### config.mk
export PLATFORM = sky130hd
export DESIGN_NAME = offload_bundle_size_parser
export DESIGN_NICKNAME = d
export VERILOG_FILES = /design/src/design/obsp_pkg.sv /design/src/design/obsp_in_reg.sv /design/src/design/obsp_parser.sv /design/src/design/obsp_out_reg.sv /design/src/design/offload_bundle_size_parser.sv
export VERILOG_INCLUDE_DIRS = /design/src /design/src/design
export SDC_FILE = /design/constraint.sdc
export NUM_CORES = 1
export LEC_CHECK = 0
export BUFFER_PORTS_ARGS = -buffer_cell sky130_fd_sc_hd__buf_2
export CAP_MARGIN = 5
export CORE_ASPECT_RATIO = 2
export CORE_MARGIN = 2
export CORE_UTILIZATION = 25
export DETAILED_ROUTE_END_ITERATION = 10
export HOLD_SLACK_MARGIN = 0.02
export PLACE_DENSITY_LB_ADDON = 0.08
export SKIP_CTS_REPAIR_TIMING = 1
export SYNTH_ARGS = -nofsm -noshare
export SYNTH_HDL_FRONTEND = slang
export SYNTH_SLANG_ARGS = --single-unit
export TNS_END_PERCENT = 10
### constraint.sdc
create_clock -name clk -period 10.2 [get_ports clk]
set_clock_uncertainty 0.15 [all_clocks]
set_input_delay 2.04 -clock clk [delete_from_list [all_inputs] [get_ports clk]]
set_output_delay 2.04 -clock clk [all_outputs]
set_load 0.02 [all_outputs]
### src/design/offload_bundle_size_parser_defines.svh
// assertion macros shared by the bundle size parser modules
// each macro checks on the rising edge of clk and is quiet while rst is high
`ifndef OFFLOAD_BUNDLE_SIZE_PARSER_DEFINES_SVH
`define OFFLOAD_BUNDLE_SIZE_PARSER_DEFINES_SVH

`ifndef NO_ASSERTIONS

// same-cycle implication
`define OBSP_ASSERT_IMP(label, ante, cons) \
  label: assert property (@(posedge clk) disable iff (rst) (ante) |-> (cons)) \
    else $error("obsp same-cycle check failed");

// next-cycle implication
`define OBSP_ASSERT_NEXT(label, ante, cons) \
  label: assert property (@(posedge clk) disable iff (rst) (ante) |=> (cons)) \
    else $error("obsp next-cycle check failed");

`else

`define OBSP_ASSERT_IMP(label, ante, cons)
`define OBSP_ASSERT_NEXT(label, ante, cons)

`endif

`endif

### src/design/obsp_pkg.sv
package obsp_pkg;

  // parser phases
  typedef enum logic [3:0] {
    PH_IDLE    = 4'd0,
    PH_MAGIC   = 4'd1,
    PH_CVER    = 4'd2,
    PH_CMETH   = 4'd3,
    PH_CSIZE   = 4'd4,
    PH_UCOUNT  = 4'd5,
    PH_UOFF    = 4'd6,
    PH_USIZE   = 4'd7,
    PH_UIDLEN  = 4'd8,
    PH_UIDSKIP = 4'd9
  } phase_t;

  // result status codes
  localparam logic [1:0] STATUS_OK          = 2'd0;
  localparam logic [1:0] STATUS_BAD_MAGIC   = 2'd1;
  localparam logic [1:0] STATUS_BAD_VERSION = 2'd2;

  // field and magic lengths in bytes
  localparam logic [4:0] CMP_MAGIC_LEN = 5'd4;
  localparam logic [4:0] UNC_MAGIC_LEN = 5'd24;
  localparam logic [4:0] SHORT_FIELD_LEN = 5'd2;
  localparam logic [4:0] SIZE32_FIELD_LEN = 5'd4;
  localparam logic [4:0] WORD_FIELD_LEN = 5'd8;

  // compressed format versions
  localparam logic [15:0] VER_2 = 16'd2;
  localparam logic [15:0] VER_3 = 16'd3;

  // size of an uncompressed bundle with no entries
  localparam logic [63:0] EMPTY_BUNDLE_SIZE = 64'd32;

  // magic match mask with both candidates live: bit 0 compressed, bit 1 uncompressed
  localparam logic [1:0] CAND_BOTH = 2'b11;

  typedef struct packed {
    logic       start_of_image;
    logic [7:0] data_byte;
  } in_item_t;

  typedef struct packed {
    logic [63:0] total_size;
    logic        is_compressed;
    logic [1:0]  format_status;
  } result_t;

  // compressed magic "CCOB"
  function automatic logic [7:0] cmp_magic_byte(input logic [1:0] idx);
    logic [7:0] val;
    unique case (idx)
      2'd0:    val = 8'h43;
      2'd1:    val = 8'h43;
      2'd2:    val = 8'h4F;
      2'd3:    val = 8'h42;
      default: val = 8'h00;
    endcase
    return val;
  endfunction

  // uncompressed bundle magic, 24 bytes
  function automatic logic [7:0] unc_magic_byte(input logic [4:0] idx);
    logic [7:0] val;
    unique case (idx)
      5'd0:    val = 8'h5F;
      5'd1:    val = 8'h5F;
      5'd2:    val = 8'h43;
      5'd3:    val = 8'h4C;
      5'd4:    val = 8'h41;
      5'd5:    val = 8'h4E;
      5'd6:    val = 8'h47;
      5'd7:    val = 8'h5F;
      5'd8:    val = 8'h4F;
      5'd9:    val = 8'h46;
      5'd10:   val = 8'h46;
      5'd11:   val = 8'h4C;
      5'd12:   val = 8'h4F;
      5'd13:   val = 8'h41;
      5'd14:   val = 8'h44;
      5'd15:   val = 8'h5F;
      5'd16:   val = 8'h42;
      5'd17:   val = 8'h55;
      5'd18:   val = 8'h4E;
      5'd19:   val = 8'h44;
      5'd20:   val = 8'h4C;
      5'd21:   val = 8'h45;
      5'd22:   val = 8'h5F;
      5'd23:   val = 8'h5F;
      default: val = 8'h00;
    endcase
    return val;
  endfunction

endpackage

### src/design/obsp_in_reg.sv
module obsp_in_reg (
  input  logic               clk,
  input  logic               rst,
  input  logic               in_valid,
  output logic               in_ready,
  input  obsp_pkg::in_item_t in_item,
  output logic               out_valid,
  input  logic               out_ready,
  output obsp_pkg::in_item_t out_item
);

  logic               valid;
  obsp_pkg::in_item_t item;

  // take a new byte whenever the held one leaves or the slot is empty
  assign in_ready  = !valid || out_ready;
  assign out_valid = valid;
  assign out_item  = item;

  // valid flag
  always_ff @(posedge clk) begin
    if (rst) begin
      valid <= 1'b0;
    end else if (in_ready) begin
      valid <= in_valid;
    end
  end

  // byte payload
  always_ff @(posedge clk) begin
    if (in_valid && in_ready) begin
      item <= in_item;
    end
  end

endmodule

### src/design/obsp_parser.sv
`include "offload_bundle_size_parser_defines.svh"

module obsp_parser (
  input  logic               clk,
  input  logic               rst,
  input  logic               in_valid,
  output logic               in_ready,
  input  obsp_pkg::in_item_t in_item,
  output logic               res_valid,
  input  logic               res_ready,
  output obsp_pkg::result_t  res
);

  // parser state
  obsp_pkg::phase_t parse_phase, parse_phase_next;
  logic [4:0]       byte_index, byte_index_next;
  logic [1:0]       magic_candidates, magic_candidates_next;
  logic [63:0]      field_accumulator, field_accumulator_next;
  logic [63:0]      entries_left, entries_left_next;
  logic [63:0]      held_offset, held_offset_next;
  logic [63:0]      furthest_end, furthest_end_next;
  logic [63:0]      id_bytes_left, id_bytes_left_next;
  logic [15:0]      format_version, format_version_next;

  // per-byte decode
  logic             consume;
  logic             emit;
  logic [7:0]       data;
  obsp_pkg::phase_t eff_phase;
  logic [4:0]       eff_index;
  logic [1:0]       eff_cand;
  logic [63:0]      eff_acc;
  logic [63:0]      acc_new;
  logic [4:0]       index_inc;
  logic [4:0]       field_len;
  logic             field_done;
  logic             cmp_ok;
  logic             unc_ok;
  logic [1:0]       cand_new;
  logic [15:0]      ver_new;
  logic             ver_ok;
  logic [63:0]      end_sum;
  logic             end_grows;
  logic [63:0]      entries_dec;
  logic             last_entry;
  logic [63:0]      id_dec;

  // a byte is taken only when the result register can hold whatever it causes
  assign in_ready = res_ready;
  assign consume  = in_valid && res_ready;
  assign data     = in_item.data_byte;

  // a start flag restarts the image on this very byte
  always_comb begin
    eff_phase   = in_item.start_of_image ? obsp_pkg::PH_MAGIC : parse_phase;
    eff_index   = in_item.start_of_image ? 5'd0 : byte_index;
    eff_cand    = in_item.start_of_image ? obsp_pkg::CAND_BOTH : magic_candidates;
    eff_acc     = in_item.start_of_image ? 64'd0 : field_accumulator;
  end

  // little-endian field assembly and shared compares
  always_comb begin
    acc_new   = eff_acc | ({56'd0, data} << {eff_index[2:0], 3'b000});
    index_inc = eff_index + 5'd1;
    unique case (eff_phase)
      obsp_pkg::PH_CVER, obsp_pkg::PH_CMETH: field_len = obsp_pkg::SHORT_FIELD_LEN;
      obsp_pkg::PH_CSIZE: field_len = (format_version == obsp_pkg::VER_2) ?
                                      obsp_pkg::SIZE32_FIELD_LEN : obsp_pkg::WORD_FIELD_LEN;
      default: field_len = obsp_pkg::WORD_FIELD_LEN;
    endcase
    field_done  = index_inc >= field_len;
    cmp_ok      = (eff_index < obsp_pkg::CMP_MAGIC_LEN) &&
                  (data == obsp_pkg::cmp_magic_byte(eff_index[1:0]));
    unc_ok      = (eff_index < obsp_pkg::UNC_MAGIC_LEN) &&
                  (data == obsp_pkg::unc_magic_byte(eff_index));
    cand_new    = eff_cand & {unc_ok, cmp_ok};
    ver_new     = acc_new[15:0];
    ver_ok      = (ver_new == obsp_pkg::VER_2) || (ver_new == obsp_pkg::VER_3);
    end_sum     = held_offset + acc_new;
    end_grows   = end_sum > furthest_end;
    entries_dec = entries_left - 64'd1;
    last_entry  = entries_dec == 64'd0;
    id_dec      = id_bytes_left - 64'd1;
  end

  // next phase
  always_comb begin
    parse_phase_next = parse_phase;
    if (consume) begin
      unique case (eff_phase)
        obsp_pkg::PH_IDLE: parse_phase_next = obsp_pkg::PH_IDLE;
        obsp_pkg::PH_MAGIC: begin
          if (cand_new == 2'b00) begin
            parse_phase_next = obsp_pkg::PH_IDLE;
          end else if (cand_new[0] && eff_index == obsp_pkg::CMP_MAGIC_LEN - 5'd1) begin
            parse_phase_next = obsp_pkg::PH_CVER;
          end else if (cand_new[1] && eff_index == obsp_pkg::UNC_MAGIC_LEN - 5'd1) begin
            parse_phase_next = obsp_pkg::PH_UCOUNT;
          end else begin
            parse_phase_next = obsp_pkg::PH_MAGIC;
          end
        end
        obsp_pkg::PH_CVER: begin
          if (field_done) begin
            parse_phase_next = ver_ok ? obsp_pkg::PH_CMETH : obsp_pkg::PH_IDLE;
          end else begin
            parse_phase_next = obsp_pkg::PH_CVER;
          end
        end
        obsp_pkg::PH_CMETH: begin
          parse_phase_next = field_done ? obsp_pkg::PH_CSIZE : obsp_pkg::PH_CMETH;
        end
        obsp_pkg::PH_CSIZE: begin
          parse_phase_next = field_done ? obsp_pkg::PH_IDLE : obsp_pkg::PH_CSIZE;
        end
        obsp_pkg::PH_UCOUNT: begin
          if (field_done) begin
            parse_phase_next = (acc_new == 64'd0) ? obsp_pkg::PH_IDLE : obsp_pkg::PH_UOFF;
          end else begin
            parse_phase_next = obsp_pkg::PH_UCOUNT;
          end
        end
        obsp_pkg::PH_UOFF: begin
          parse_phase_next = field_done ? obsp_pkg::PH_USIZE : obsp_pkg::PH_UOFF;
        end
        obsp_pkg::PH_USIZE: begin
          parse_phase_next = field_done ? obsp_pkg::PH_UIDLEN : obsp_pkg::PH_USIZE;
        end
        obsp_pkg::PH_UIDLEN: begin
          if (!field_done) begin
            parse_phase_next = obsp_pkg::PH_UIDLEN;
          end else if (last_entry) begin
            parse_phase_next = obsp_pkg::PH_IDLE;
          end else if (acc_new == 64'd0) begin
            parse_phase_next = obsp_pkg::PH_UOFF;
          end else begin
            parse_phase_next = obsp_pkg::PH_UIDSKIP;
          end
        end
        obsp_pkg::PH_UIDSKIP: begin
          parse_phase_next = (id_dec == 64'd0) ? obsp_pkg::PH_UOFF : obsp_pkg::PH_UIDSKIP;
        end
        default: parse_phase_next = obsp_pkg::PH_IDLE;
      endcase
    end
  end

  // datapath updates and result
  always_comb begin
    byte_index_next        = byte_index;
    magic_candidates_next  = magic_candidates;
    field_accumulator_next = field_accumulator;
    entries_left_next      = entries_left;
    held_offset_next       = held_offset;
    furthest_end_next      = furthest_end;
    id_bytes_left_next     = id_bytes_left;
    format_version_next    = format_version;
    emit                   = 1'b0;
    res                    = '0;
    if (consume) begin
      // image restart clears the field registers
      if (in_item.start_of_image) begin
        entries_left_next   = 64'd0;
        held_offset_next    = 64'd0;
        furthest_end_next   = 64'd0;
        id_bytes_left_next  = 64'd0;
        format_version_next = 16'd0;
      end
      byte_index_next        = 5'd0;
      magic_candidates_next  = eff_cand;
      field_accumulator_next = 64'd0;
      unique case (eff_phase)
        obsp_pkg::PH_IDLE: begin
          byte_index_next        = byte_index;
          field_accumulator_next = field_accumulator;
        end
        obsp_pkg::PH_MAGIC: begin
          magic_candidates_next = cand_new;
          if (cand_new == 2'b00) begin
            emit              = 1'b1;
            res.format_status = obsp_pkg::STATUS_BAD_MAGIC;
          end else if (!(cand_new[0] && eff_index == obsp_pkg::CMP_MAGIC_LEN - 5'd1) &&
                       !(cand_new[1] && eff_index == obsp_pkg::UNC_MAGIC_LEN - 5'd1)) begin
            byte_index_next = index_inc;
          end
        end
        obsp_pkg::PH_CVER: begin
          if (field_done) begin
            format_version_next = ver_new;
            if (!ver_ok) begin
              emit              = 1'b1;
              res.is_compressed = 1'b1;
              res.format_status = obsp_pkg::STATUS_BAD_VERSION;
            end
          end else begin
            byte_index_next        = index_inc;
            field_accumulator_next = acc_new;
          end
        end
        obsp_pkg::PH_CMETH: begin
          if (!field_done) begin
            byte_index_next        = index_inc;
            field_accumulator_next = acc_new;
          end
        end
        obsp_pkg::PH_CSIZE: begin
          if (field_done) begin
            emit              = 1'b1;
            res.total_size    = acc_new;
            res.is_compressed = 1'b1;
            res.format_status = obsp_pkg::STATUS_OK;
          end else begin
            byte_index_next        = index_inc;
            field_accumulator_next = acc_new;
          end
        end
        obsp_pkg::PH_UCOUNT: begin
          if (field_done) begin
            if (acc_new == 64'd0) begin
              emit           = 1'b1;
              res.total_size = obsp_pkg::EMPTY_BUNDLE_SIZE;
            end else begin
              entries_left_next = acc_new;
              furthest_end_next = 64'd0;
            end
          end else begin
            byte_index_next        = index_inc;
            field_accumulator_next = acc_new;
          end
        end
        obsp_pkg::PH_UOFF: begin
          if (field_done) begin
            held_offset_next = acc_new;
          end else begin
            byte_index_next        = index_inc;
            field_accumulator_next = acc_new;
          end
        end
        obsp_pkg::PH_USIZE: begin
          if (field_done) begin
            if (end_grows) begin
              furthest_end_next = end_sum;
            end
          end else begin
            byte_index_next        = index_inc;
            field_accumulator_next = acc_new;
          end
        end
        obsp_pkg::PH_UIDLEN: begin
          if (field_done) begin
            entries_left_next = entries_dec;
            if (last_entry) begin
              emit           = 1'b1;
              res.total_size = furthest_end;
            end else begin
              id_bytes_left_next = acc_new;
            end
          end else begin
            byte_index_next        = index_inc;
            field_accumulator_next = acc_new;
          end
        end
        obsp_pkg::PH_UIDSKIP: begin
          id_bytes_left_next = id_dec;
        end
        default: begin
          byte_index_next = 5'd0;
        end
      endcase
    end
  end

  assign res_valid = consume && emit;

  // phase register
  always_ff @(posedge clk) begin
    if (rst) begin
      parse_phase <= obsp_pkg::PH_IDLE;
    end else begin
      parse_phase <= parse_phase_next;
    end
  end

  // field registers, reloaded at every image start
  always_ff @(posedge clk) begin
    byte_index        <= byte_index_next;
    magic_candidates  <= magic_candidates_next;
    field_accumulator <= field_accumulator_next;
    entries_left      <= entries_left_next;
    held_offset       <= held_offset_next;
    furthest_end      <= furthest_end_next;
    id_bytes_left     <= id_bytes_left_next;
    format_version    <= format_version_next;
  end

  // a result always closes the image
  `OBSP_ASSERT_NEXT(a_emit_goes_idle, res_valid, parse_phase == obsp_pkg::PH_IDLE)
  // no result from an idle parser without a start flag
  `OBSP_ASSERT_IMP(a_idle_silent, consume && parse_phase == obsp_pkg::PH_IDLE && !in_item.start_of_image, !res_valid)
  // the magic position never runs past the longer magic
  `OBSP_ASSERT_IMP(a_magic_index, parse_phase == obsp_pkg::PH_MAGIC, byte_index < obsp_pkg::UNC_MAGIC_LEN)

endmodule

### src/design/obsp_out_reg.sv
`include "offload_bundle_size_parser_defines.svh"

module obsp_out_reg (
  input  logic              clk,
  input  logic              rst,
  input  logic              in_valid,
  output logic              in_ready,
  input  obsp_pkg::result_t in_res,
  output logic              out_valid,
  input  logic              out_ready,
  output obsp_pkg::result_t out_res
);

  logic              valid;
  obsp_pkg::result_t res;

  // slot frees when empty or when the receiver takes the held result
  assign in_ready  = !valid || out_ready;
  assign out_valid = valid;
  assign out_res   = res;

  // valid flag
  always_ff @(posedge clk) begin
    if (rst) begin
      valid <= 1'b0;
    end else if (in_ready) begin
      valid <= in_valid;
    end
  end

  // result payload
  always_ff @(posedge clk) begin
    if (in_valid && in_ready) begin
      res <= in_res;
    end
  end

  // a failed image never reports a size
  `OBSP_ASSERT_IMP(a_fail_zero_size, valid && res.format_status != obsp_pkg::STATUS_OK, res.total_size == 64'd0)
  // a compressed result never carries the unknown magic status
  `OBSP_ASSERT_IMP(a_comp_status, valid && res.is_compressed, res.format_status != obsp_pkg::STATUS_BAD_MAGIC)

endmodule

### src/design/offload_bundle_size_parser.sv
// Bundle image size parser.
// Input stream: one image byte per request. s_axis_tdata carries the byte and
// s_axis_tuser is the start flag that marks byte 0 of a new image; the flag
// restarts parsing and drops any unfinished image without a result.
// Output stream: one request per recognized or rejected image. m_axis_tdata
// carries the total size in bytes, m_axis_tuser the compressed flag (bit 0)
// and the format status (bits 2:1: ok, unknown magic, unsupported version).
// Bytes after an image's result and before the next start flag are dropped.
// Throughput: one byte per cycle unless a held result stalls the parser, set by the
// single byte-wide parse stage whose longest path is the 64-bit offset+size add and compare.
// The byte that completes an image passes the input register and the parser, and
// its result is offered from the result register.
// When the receiver stalls, the result register holds its request and the
// parser takes no byte while that slot is occupied, whether or not the byte
// would complete an image; the input register takes one more byte and then
// s_axis_tready drops until the receiver takes the result.
// Reset: both stream registers empty, parser waits for a start flag.
module offload_bundle_size_parser (
  input  logic        clk,
  input  logic        rst,
  input  logic        s_axis_tvalid,
  output logic        s_axis_tready,
  input  logic [7:0]  s_axis_tdata,  // [7:0] data_byte
  input  logic        s_axis_tuser,  // [0] start_of_image
  output logic        m_axis_tvalid,
  input  logic        m_axis_tready,
  output logic [63:0] m_axis_tdata,  // [63:0] total_size
  output logic [2:0]  m_axis_tuser   // [0] is_compressed, [2:1] format_status
);

  obsp_pkg::in_item_t s_item;
  obsp_pkg::in_item_t item;
  logic               item_valid;
  logic               item_ready;
  obsp_pkg::result_t  res;
  logic               res_valid;
  logic               res_ready;
  obsp_pkg::result_t  m_res;

  // pack input request
  assign s_item.start_of_image = s_axis_tuser;
  assign s_item.data_byte      = s_axis_tdata;

  // input register
  obsp_in_reg u_in_reg (
    .clk       (clk),
    .rst       (rst),
    .in_valid  (s_axis_tvalid),
    .in_ready  (s_axis_tready),
    .in_item   (s_item),
    .out_valid (item_valid),
    .out_ready (item_ready),
    .out_item  (item)
  );

  // byte parser
  obsp_parser u_parser (
    .clk       (clk),
    .rst       (rst),
    .in_valid  (item_valid),
    .in_ready  (item_ready),
    .in_item   (item),
    .res_valid (res_valid),
    .res_ready (res_ready),
    .res       (res)
  );

  // result register
  obsp_out_reg u_out_reg (
    .clk       (clk),
    .rst       (rst),
    .in_valid  (res_valid),
    .in_ready  (res_ready),
    .in_res    (res),
    .out_valid (m_axis_tvalid),
    .out_ready (m_axis_tready),
    .out_res   (m_res)
  );

  // unpack output request
  assign m_axis_tdata = m_res.total_size;
  assign m_axis_tuser = {m_res.format_status, m_res.is_compressed};

endmodule

# Word level (Yosys, flattened, before mapping)
# Memory sizes are Yosys's and may differ from the RTL's.
# Index checks and enable logic that the tools add are counted.
# W data, S select, Z words.
# op_classes
n_eq_ne	19
add_sub_neg	4
mux	72
n_shift	1
reduce_logical	26
n_bitwise	3
n_lt_le_gt_ge	4
# ops
operator	n
$mux W64	20
$pmux W64 S2	4
$logic_not A64 Y1	3
$pmux W64 S3	1
$sub A64 B1 Y64 const B	2
$mux W67	1
$add A64 B64 Y64	1
$gt A64 B64 Y1	1
$or A64 B64 Y64	1
$shl A8 B6 Y64	1
$eq A16 B2 Y1 const B	3
$mux W16	3
$mux W4	11
$pmux W4 S9	1
$pmux W8 S3	1
$mux W5	4
$mux W3	6
$eq A4 B3 Y1 const B	4
$eq A8 B8 Y1	2
$pmux W5 S3	1
$mux W1	11
$pmux W5 S2	1
$logic_and A1 B1 Y1	9
$eq A4 B2 Y1 const B	2
other kinds (24)	35
# totals
memories	1
rom_bits	192
elab_cells	146
register_bits	425
input_bits	13
# mem_list
name	depth	width	read_ports	rd_clocked_by_memory_dff	write_ports	line	source
(name not given)	32	6	1	0	0	obsp_pkg.sv:66	unique case (idx)

# Depth between registers and ports, before layout
# Gate-level depths: netlist of run 1.
# logic_depth
depth_word	13
depth_mapped	30

# Modules after synthesis
# Synthesis of run 1 repeated with hierarchy kept, for this count alone.
# hier_totals
cells_unflattened	3345
hier_area_um2	30309.1
# modules_own_cells
module	instances	area_per_inst_um2	cells_per_inst
obsp_parser	1	27916.8	3259
obsp_out_reg	1	2067.0	72
obsp_in_reg	1	325.3	14

# Worst setup path after synthesis of run 1
# No wires, ideal clock.
# synth_path
path_type	input to register
startpoint	in m_axis_tready
endpoint	reg u_out_reg.res (netlist bit u_out_reg.out_res[0]) (enable)
stages	7
t_arrival_ns	9.652
setup_slack_ns	-0.028
setup_ns	0.427
path_buffers	0
required_time_ns	9.623
cell_sequence	nand2b_1 -> nand2_1 -> inv_1 -> nand2_1 -> o21ai_0 -> o21ai_0 -> nand2_1
# synth_between
elab_chain_len	5
# synth_lines
item	line	source
start, declared	offload_bundle_size_parser.sv:26	input logic m_axis_tready,
$logic_or A1 B1 Y1 (*)	obsp_out_reg.sv:18	assign in_ready = !valid || out_ready;
$logic_and A1 B1 Y1 (*)	obsp_parser.sv:50	assign consume = in_valid && res_ready;
named net u_parser.consume	obsp_parser.sv:26	logic consume;
$mux W1	obsp_parser.sv:160	if (consume) begin
$logic_and A1 B1 Y1 (*)	obsp_parser.sv:273	assign res_valid = consume && emit;
$logic_and A1 B1 Y1 (*)	obsp_out_reg.sv:33	if (in_valid && in_ready) begin
end signal, assigned	obsp_out_reg.sv:34	res <= in_res;
end, declared	obsp_out_reg.sv:15	obsp_pkg::result_t res;
# Mark *: on every way through the listed nets, which the timed path passes. The rest lies on a longest branch.
# A chain may end at the register's enable or synchronous reset.

# Worst setup path in the final report of run 1
# layout_path
startpoint	reg, netlist name u_in_reg.out_item[8]
endpoint	reg u_parser.furthest_end[7] (data pin)
# layout_between
elab_chain_len	8
word_cells_on_any_way	23
# layout_lines
item	line	source
$mux W5	obsp_parser.sv:56	eff_index = in_item.start_of_image ? 5'd0 : byte_index;
$shl A8 B6 Y64	obsp_parser.sv:63	acc_new = eff_acc | ({56'd0, data} << {eff_index[2:0], 3'b000});
$or A64 B64 Y64 (*)	obsp_parser.sv:63	
named net u_parser.acc_new[3]	obsp_parser.sv:33	logic [63:0] acc_new;
$add A64 B64 Y64	obsp_parser.sv:79	end_sum = held_offset + acc_new;
$gt A64 B64 Y1	obsp_parser.sv:80	end_grows = end_sum > furthest_end;
$mux W64	obsp_parser.sv:241	if (end_grows) begin
$mux W64	obsp_parser.sv:240	if (field_done) begin
$pmux W64 S2 (*)	obsp_parser.sv:172	unique case (eff_phase)
end signal, assigned	obsp_parser.sv:291	furthest_end <= furthest_end_next;
end, declared	obsp_parser.sv:21	logic [63:0] furthest_end, furthest_end_next;
# Marks and branches as above.

==> flow_summary.toml, run 1 <==
[sta]
tns_ps = 0
rsz0062_at_grt = "no"
slew_viol_final = 0
finalSetupViolations = 0
relSlewSlack = 0.1833
hold_viol = 0
fin_crit_ps = 9069
clock.fmax_ghz = 0.1103
timing.hold.ws_ps = 394.3
finalCritPeriodShare = 0.8891
tightest_slew_ps = 1225

[hold_path]
hold_class = "register to register"
hp-start = "u_out_reg.out_valid"
min_path_cells = 2
min_to = "u_out_reg.out_valid"

[critical_path]
reg2reg_to = "u_parser.furthest_end[7]"
rr_worst_depth = 27
crit_required_ps = 10550
rrSetupSlack_ps = 1130
cp-start-kind = "register"
cp_data_arrival_time_ps = 9420
regToRegStartpoint = "u_in_reg.out_item[8]"
critPathCaptureType = "register"
worstPathMaxFanout = 29
crit_type = "register to register"

[floorplanning]
initial_core_util = 0.2515
fp.dieH_um = 495.5
die_x_um = 249.7
die_area_um2 = 123700
io_pins = 82
core-area_um2 = 120000
std_cell_rows = 180

[yosys]
synth_fp_nets = 3442
ys.flop_type = "edfxtp_1"
synth_top_area_frac = 0.4167
syn_inst = 3287
synth_warnings = 0
synth_top_area_cell = "edfxtp_1"
ys_top_cells_by_count = "edfxtp_1 (419), o21ai_0 (321), nor2_1 (301), nand2_1 (224), clkbuf_1 (182)"
avgSynthCellArea_um2 = 9.185
async_reset_ff_frac = 0
yosysMostFrequentCell = "edfxtp_1"
synth_area_um2 = 30190
synth-seq-cells = 425
synthDistinctLibCells = 97
synth_seq_area_share = 0.4207
synth_area_leaders = "edfxtp_1 (42%), ha_1 (5.8%), o21ai_0 (5.3%)"
synth_edf_count = 419

[pwr]
powerDensity_nw_per_um2 = 136.6
internal-power_mw = 3.280
power.total_mw = 4.668
p_sw_frac = 0.2973
ir_drop_uv = 108.2
power.share.clock = 0.409
power_switching_mw = 1.388
p_leak_nw = 12.01
pwr-share-seq = 0.443
power_frac_comb = 0.148

[clocking]
cts_root_buffer = "clkbuf_16"
clkTransAtPathRegs_ps = 70
htreeDepth = 2
cts.sinks = 425
clock_latency_ps = 650
numCtsBuffers = 48
cts_max_path_buffers = 3
tritoncts = "yes"

[detailed_routing]
ant_nets = 0
drcViolationCount = 0
drt_pass1_iterations = 5
drt-total-wl_um = 139600
viasPerCell = 5.571
wire_per_inst_um = 28.56
vias = 27230
drt_iter0_drc = 1958

[cells_and_area]
area_delta_synth_final_pct = 13.22
drive_gt1_frac = 0.1166
nNetsFinal = 3451
fillers = 12620
postLayoutCoreUtil = 0.2848

[global_routing]
grt.overflow.total = 0
grt_pass1_vias = 27630
track_usage = 0.2214
antenna_found_initial = 5
grt_max_degree = 132
grt_pass1_wl_um = 200900

[status]
status = "finished, final reports clean"

[place]
io_buffers = 81
hpwl_um = 105700
gp_congestion = 0.9482

[run]
max-cap-violations = 0
==> power groups by stage <==
stage / sequential, mW / combinational [mW] / clock, mW
after CTS: 2.07 / 0.700 / 1.96
after global routing: 2.08 / 0.755 / 2.00
after global placement: 2.10 / 0.698 / 0
final: 2.07 / 0.691 / 1.91
after floorplan: 2.08 / 0.428 / 0
after detailed placement: 2.10 / 0.697 / 0
==> stage by stage <==
stage / cell area [um2] / worst slack, ps / instances
6_report: 34180 / 1131 / 4887
5_1_grt: 34180 / 869.6 / 4887
4_1_cts: 34170 / 1148 / 4882
3_5_place_dp: 32560 / 1202 / 4793
3_3_place_gp: 32560 / 653.1 / 4792
2_1_floorplan: 30200 / 1832 / 3287
==> critical path, cell delays in order (launching register included) <==
cell,delay [ps]
edfxtp_1,560
inv_4,200
buf_4,300
a22oi_1,540
inv_1,470
ha_1,470
o21ai_0,120
o21ai_0,460
nand4_1,320
a21oi_1,270
buf_4,160
o2111ai_1,210
a31oi_1,640
o221ai_1,430
nand3_1,220
xor2_1,430
ha_1,250
nand4_1,150
nor3_1,300
nand4_1,230
nor4_1,420
buf_4,240
and4_1,220
a221oi_1,100
nor3_2,290
buf_4,190
buf_4,340
a22o_1,210
==> area by class of cell <==
cell class | instances | area [um2] | share of cell area
clock buffer | 56 | 1252 | 0.03664
clock inverter | 33 | 354.1 | 0.01036
timing repair buffer | 193 | 1346 | 0.03939
sequential | 425 | 12700 | 0.3716
antenna | 5 | 12.51 | 0.0003660
multi-input combinational | 2461 | 15950 | 0.4665
inverter | 167 | 633.1 | 0.01852
tap | 1547 | 1936 | 0.05663
==> how the worst max path moves through the flow <==
| stage | depth (start not counted) | from | end |
|---|---|---|---|
| after global placement | 28 | u_parser.byte_index[0] | u_parser.furthest_end[2] |
| after global routing | 27 | u_in_reg.out_item[8] | u_parser.furthest_end[7] |
| after floorplan | 7 | m_axis_tready | u_out_reg.out_res[0] |
| after detailed placement | 28 | u_in_reg.out_item[8] | u_parser.furthest_end[7] |
| final | 27 | u_in_reg.out_item[8] | u_parser.furthest_end[7] |
| after CTS | 28 | u_in_reg.out_item[8] | u_parser.furthest_end[7] |
==> sequential cells by signal, indices dropped and copies added (netlist names), 4 cells and up <==
signal and count:
u_out_reg.out_res 67, u_parser.entries_left 64, u_parser.field_accumulator 64, u_parser.furthest_end 64
u_parser.held_offset 64, u_parser.id_bytes_left 64, u_parser.format_version 16, u_in_reg.out_item 9
u_parser.byte_index 5, u_parser.parse_phase 4
==> layout by cell type (no fill, tap or decap), drive strengths merged, types with 22 or more instances in the layout <==
cell,count
a22o,65
clkbuf,56
inv,169
a21oi,172
o221ai,56
xnor2,58
nand4,70
or2,37
nor3,94
ha,141
buf,193
mux2i,36
o211ai,22
a31oi,24
nor4,73
nor2b,48
nand2,238
or3,38
a22oi,68
xor2,38
nor2,302
nand3,160
o21ai,341
a21o,50
edfxtp,419
==> metal layers <==
layer	global-route usage	vias up	share of wire
li1	-	12500	-
met1	0.2265	13720	0.36
met2	0.4408	777	0.55
met3	0.01653	230	0.030
met4	0.1182	0	0.059
met5	0	-	0
==> cell families after synthesis <==
family          share of synthesized area
buf+inv                           0.05416
fa+ha+maj                         0.05910
mux                               0.01305
xor+xnor                          0.02785
flops                              0.4207
simple gates                       0.2169
compound gates                     0.2082
No activity file was read; power rests on OpenSTA's default activity.
==> run 2: changes to the inputs <==
- CTS_CLUSTER_SIZE: unset -> 40
- SKIP_LAST_GASP: unset -> 1
- SYNTH_HIERARCHICAL: unset -> 1
==> flow_summary.toml, run 2 <==
[yosys]
synth_top_area_frac = 0.4151
yosysMostFrequentCell = "edfxtp_1"
async_reset_ff_frac = 0
synth_area_leaders = "edfxtp_1 (42%), ha_1 (5.8%), o21ai_0 (5.4%)"
synth_top_area_cell = "edfxtp_1"
synth_warnings = 6
ys_top_cells_by_count = "edfxtp_1 (419), o21ai_0 (329), nor2_1 (280), nand2_1 (238), clkbuf_1 (221)"
synthDistinctLibCells = 83
syn_inst = 3345
synth_area_um2 = 30310
avgSynthCellArea_um2 = 9.061
synth_fp_nets = 3500
synth-seq-cells = 425
ys.flop_type = "edfxtp_1"
synth_edf_count = 419
synth_seq_area_share = 0.4191

[detailed_routing]
wire_per_inst_um = 27.89
drt-total-wl_um = 137100
drt_pass1_iterations = 5
vias = 27100
viasPerCell = 5.512
drt_iter0_drc = 1781
drcViolationCount = 0
ant_nets = 0

[cells_and_area]
postLayoutCoreUtil = 0.2841
drive_gt1_frac = 0.09605
layout_common_cells = "edfxtp_1 (419), o21ai_0 (327), nor2_1 (276)"
final_common_cell = "edfxtp_1"
largest_reg_flops = 67
stdcell_count = 4916
nNetsFinal = 3483
area_delta_synth_final_pct = 12.72

[critical_path]
crit_type = "register to register"
critPathCaptureType = "register"
regToRegStartpoint = "u_parser/byte_index[0]"
cp-start-kind = "register"
cp_data_arrival_time_ps = 9610
cp-startpoint = "u_parser/byte_index[0]"
worstPathMaxFanout = 36
crit_required_ps = 10580

[clocking]
cts_root_buffer = "clkbuf_16"
htreeDepth = 2
tritoncts = "yes"
clock_latency_ps = 650
clkTransAtPathRegs_ps = 70
cts_max_path_buffers = 3
cts.sinks = 425
numCtsBuffers = 47

[floorplanning]
die_x_um = 250.2
std_cell_rows = 180
initial_core_util = 0.2520
core-area_um2 = 120300
die_area_um2 = 124200
fp.dieH_um = 496.4
io_pins = 82

[sta]
fin_crit_ps = 9228
clock.fmax_ghz = 0.1084
slew_viol_final = 0
rsz0062_at_grt = "no"
timing.hold.ws_ps = 349.4
setup_slack_ps = 971.7
tightest_slew_ps = 1423
hold_viol = 0
finalCritPeriodShare = 0.9047
relSlewSlack = 0.04344
tns_ps = 0
finalSetupViolations = 0

[hold_path]
hp-start = "u_in_reg/out_valid"
hold_class = "register to register"

[global_routing]
grt_max_degree = 136
antenna_found_initial = 4
grt_pass1_wl_um = 197100
track_usage = 0.2169
grt.overflow.total = 0
grt_pass1_vias = 27500

[pwr]
powerDensity_nw_per_um2 = 135.8
p_leak_nw = 12.38
ir_drop_uv = 111.8

[place]
dp_worst_setup_slack_ps = 971.5
gp_congestion = 0.9271
hpwl_um = 102600
io_buffers = 81
dp.cells = 4826

[run]
max-cap-violations = 0

[status]
status = "finished, final reports clean"
run 2: changes by cell type after synthesis, moves of 12 or more:
cell	before	now
nand3_1	158	139
clkbuf_1	182	221
nor4_1	61	73
o21ai_1	19	1
nand2_1	224	238
nor2_1	301	280
a21oi_2	14	2
or3_1	38	23
mux2i_1	36	50
a21oi_1	158	189
nand2_2	14	0
buf_2	23	8
inv_1	167	179
run 2: worst paths after layout:
kind	endpoint	slack, ps	depth (start not counted)
worst max-delay path	u_parser/furthest_end[3]	970	27
worst min register to register	u_in_reg/out_valid	350	2
worst min-delay path	u_in_reg/out_valid	350	2
worst max register to register	u_parser/furthest_end[3]	970	27
run 2: report_power, final:
group / switching (mW) / internal [mW]
Combinational: 0.450 / 0.228
Clock: 0.845 / 1.06
Sequential: 0.0746 / 1.99
run 2: layer usage:
| layer | GRT usage | up-vias | part of all wire |
|---|---|---|---|
| met2 | 0.4065 | 678 | 0.53 |
| li1 | - | 12690 | - |
| met4 | 0.1355 | 2 | 0.070 |
| met5 | 0 | - | 0.00012 |
| met1 | 0.2349 | 13480 | 0.38 |
| met3 | 0.01726 | 251 | 0.029 |
run 2: cell families (layout without fill, tap and decap cells):
group,Yosys count,in the layout,share of synthesized area
and+or+nand+nor,1181,1181,0.2022
AOI/OAI and AO/OA,1020,1020,0.2196
buffers and inverters,429,447,0.05544
DFF,425,425,0.4191
adders and majority gates,142,142,0.05887
xor gates and xnor gates,98,98,0.02832
muxes,50,50,0.01651
other,0,6,0
run 2: final cells by class:
class | instances | area [um2]
Antenna cell | 6 | 15.01
Timing Repair Buffer | 183 | 1196
Multi-Input combinational cell | 2491 | 16040
Tap cell | 1547 | 1936
Fill cell | 12900 | 86100
Sequential cell | 425 | 12700
Inverter | 180 | 685.7
Clock buffer | 55 | 1206
Clock inverter | 29 | 385.4
run 2: critical path, cell delays in order, from the launching register on:
cell       delay (ps)
edfxtp_1          520
buf_4             430
buf_4             310
nor2_1            170
and3_1            210
o21ai_0           670
inv_1             330
ha_1              550
a21o_1            160
a21o_1            130
a211oi_1           70
o21ai_0           580
o211ai_1          490
a2111oi_0         570
buf_4             220
nor3b_1            70
o21ai_0           230
xnor2_1           160
ha_1              290
nand3_1           100
nor3_1            290
nand2_1           230
nor4_1            710
and4_1            440
a211oi_4          110
nor3_2            190
buf_4             420
a22o_1            210
run 2: metrics by stage:
stage | area (um2) | power, mW
6_report | 34160 | 4.641
5_1_grt | 34160 | 4.822
4_1_cts | 34150 | 4.720
3_5_place_dp | 32560 | 2.778
3_3_place_gp | 32560 | 2.782
2_1_floorplan | 30310 | 2.518
==> run 3: changes to the inputs <==
- clock period: 10.2 -> 7.6 ns (I/O delays scaled with it)
==> flow_summary.toml, run 3 (synthesized netlist as in run 2, its figures left out) <==
[detailed_routing]
vias = 27760
drt-total-wl_um = 138100
ant_nets = 0
drcViolationCount = 0
wire_per_inst_um = 26.99
viasPerCell = 5.425
drt_pass1_iterations = 5
drt_iter0_drc = 1643

[sta]
finalCritPeriodShare = 0.9656
fin_crit_ps = 7339
setup_slack_ps = 261.3
clock.fmax_ghz = 0.1363
rsz0062_at_grt = "no"
slew_viol_final = 0
hold_viol = 0
relSlewSlack = 0.1680
tightest_slew_ps = 1245
finalSetupViolations = 0

[cells_and_area]
drive_gt1_frac = 0.1474
multiInputGateArea_um2 = 16070
largest_reg_flops = 67
fillers = 12890
final_cell_area_um2 = 35790
layout_common_cells = "edfxtp_1 (419), o21ai_0 (325), buf_4 (287)"
nNetsFinal = 3684
final_common_cell = "edfxtp_1"
seqCellArea_um2 = 12700
postLayoutCoreUtil = 0.2976
area_delta_synth_final_pct = 18.07

[pwr]
power.total_mw = 6.245
powerDensity_nw_per_um2 = 174.5
ir_drop_uv = 152.4
p_leak_nw = 13.39

[critical_path]
crit_required_ps = 7850
cp_slowest_cell = "a311oi_1"
cp-start-kind = "register"
path_common_cell = "buf_4"
crit_type = "register to register"
critPathCaptureType = "register"
cp_slowest_stage_delay_ps = 490
worstPathMaxFanout = 36
cp_data_arrival_time_ps = 7590

[clocking]
cts.sinks = 425
cts_max_path_buffers = 3
tritoncts = "yes"
clkTransAtPathRegs_ps = 60
numCtsBuffers = 48
clock_latency_ps = 640
cts_root_buffer = "clkbuf_16"
htreeDepth = 2

[floorplanning]
io_pins = 82
die_x_um = 250.2
std_cell_rows = 180
die_area_um2 = 124200
initial_core_util = 0.2520
core-area_um2 = 120300
fp.dieH_um = 496.4

[global_routing]
track_usage = 0.2176
grt_pass1_wl_um = 198400
grt_max_degree = 92
antenna_found_initial = 2
grt_pass1_vias = 28000
grt.overflow.total = 0

[place]
hpwl_um = 105800
placed_area_um2 = 34130
gp_congestion = 0.8990
io_buffers = 81
dp_worst_setup_slack_ps = -472.9

[status]
status = "finished, final reports clean"

[hold_path]
hold_class = "register to register"

[run]
max-cap-violations = 0
[run 3: worst paths after layout]
path	start	to	slack (ps)	cells after the start
min	u_in_reg/out_valid	u_in_reg/out_valid	350	2
min reg2reg	u_in_reg/out_valid	u_in_reg/out_valid	350	2
max reg2reg	u_parser/byte_index[2]	u_parser/furthest_end[3]	260	32
max	u_parser/byte_index[2]	u_parser/furthest_end[3]	260	32
[run 3: metal layers]
metal / vias to the layer above / track usage / wire, um
met4: 0 / 0.1311 / 9313
met1: 13720 / 0.2371 / 52540
met2: 720 / 0.4102 / 72420
met3: 223 / 0.01501 / 3824
li1: 13090 / - / -
met5: - / 0 / 0
[run 3: cell type report]
cell class | count | share of cell area
diodes | 1 | 0.00006993
clock buffers | 61 | 0.03552
clock inverters | 28 | 0.007622
inverters | 180 | 0.01905
multi-input cells | 2491 | 0.4489
flip-flops and latches | 425 | 0.3549
well taps | 1547 | 0.05409
repair buffers | 383 | 0.07978
[run 3: power by group]
group,switching [mW],internal (mW),leakage [nW]
registers,0.0916,2.67,4.06
clock network,1.13,1.33,0.757
logic,0.635,0.385,8.57
total,1.86,4.38,13.4
[run 3: worst max-delay path, delay by kind of cell (launching register included)]
kind,cells,cell delay [ps]
compound gates,12,2780
buf+inv,11,1920
simple gates,6,1120
fa+ha+maj,2,520
flops,1,390
xor+xnor,1,170
[run 3: per-stage QoR]
stage / std cells / hold WS [ps] / TNS [ps]
2_1_floorplan: 3345 / 374.8 / 0
3_3_place_gp: 5018 / 341.8 / -34550
3_5_place_dp: 5018 / 344.7 / -28630
4_1_cts: 5107 / 354.1 / -29540
5_1_grt: 5116 / 364.3 / 0
6_report: 5116 / 348.7 / 0
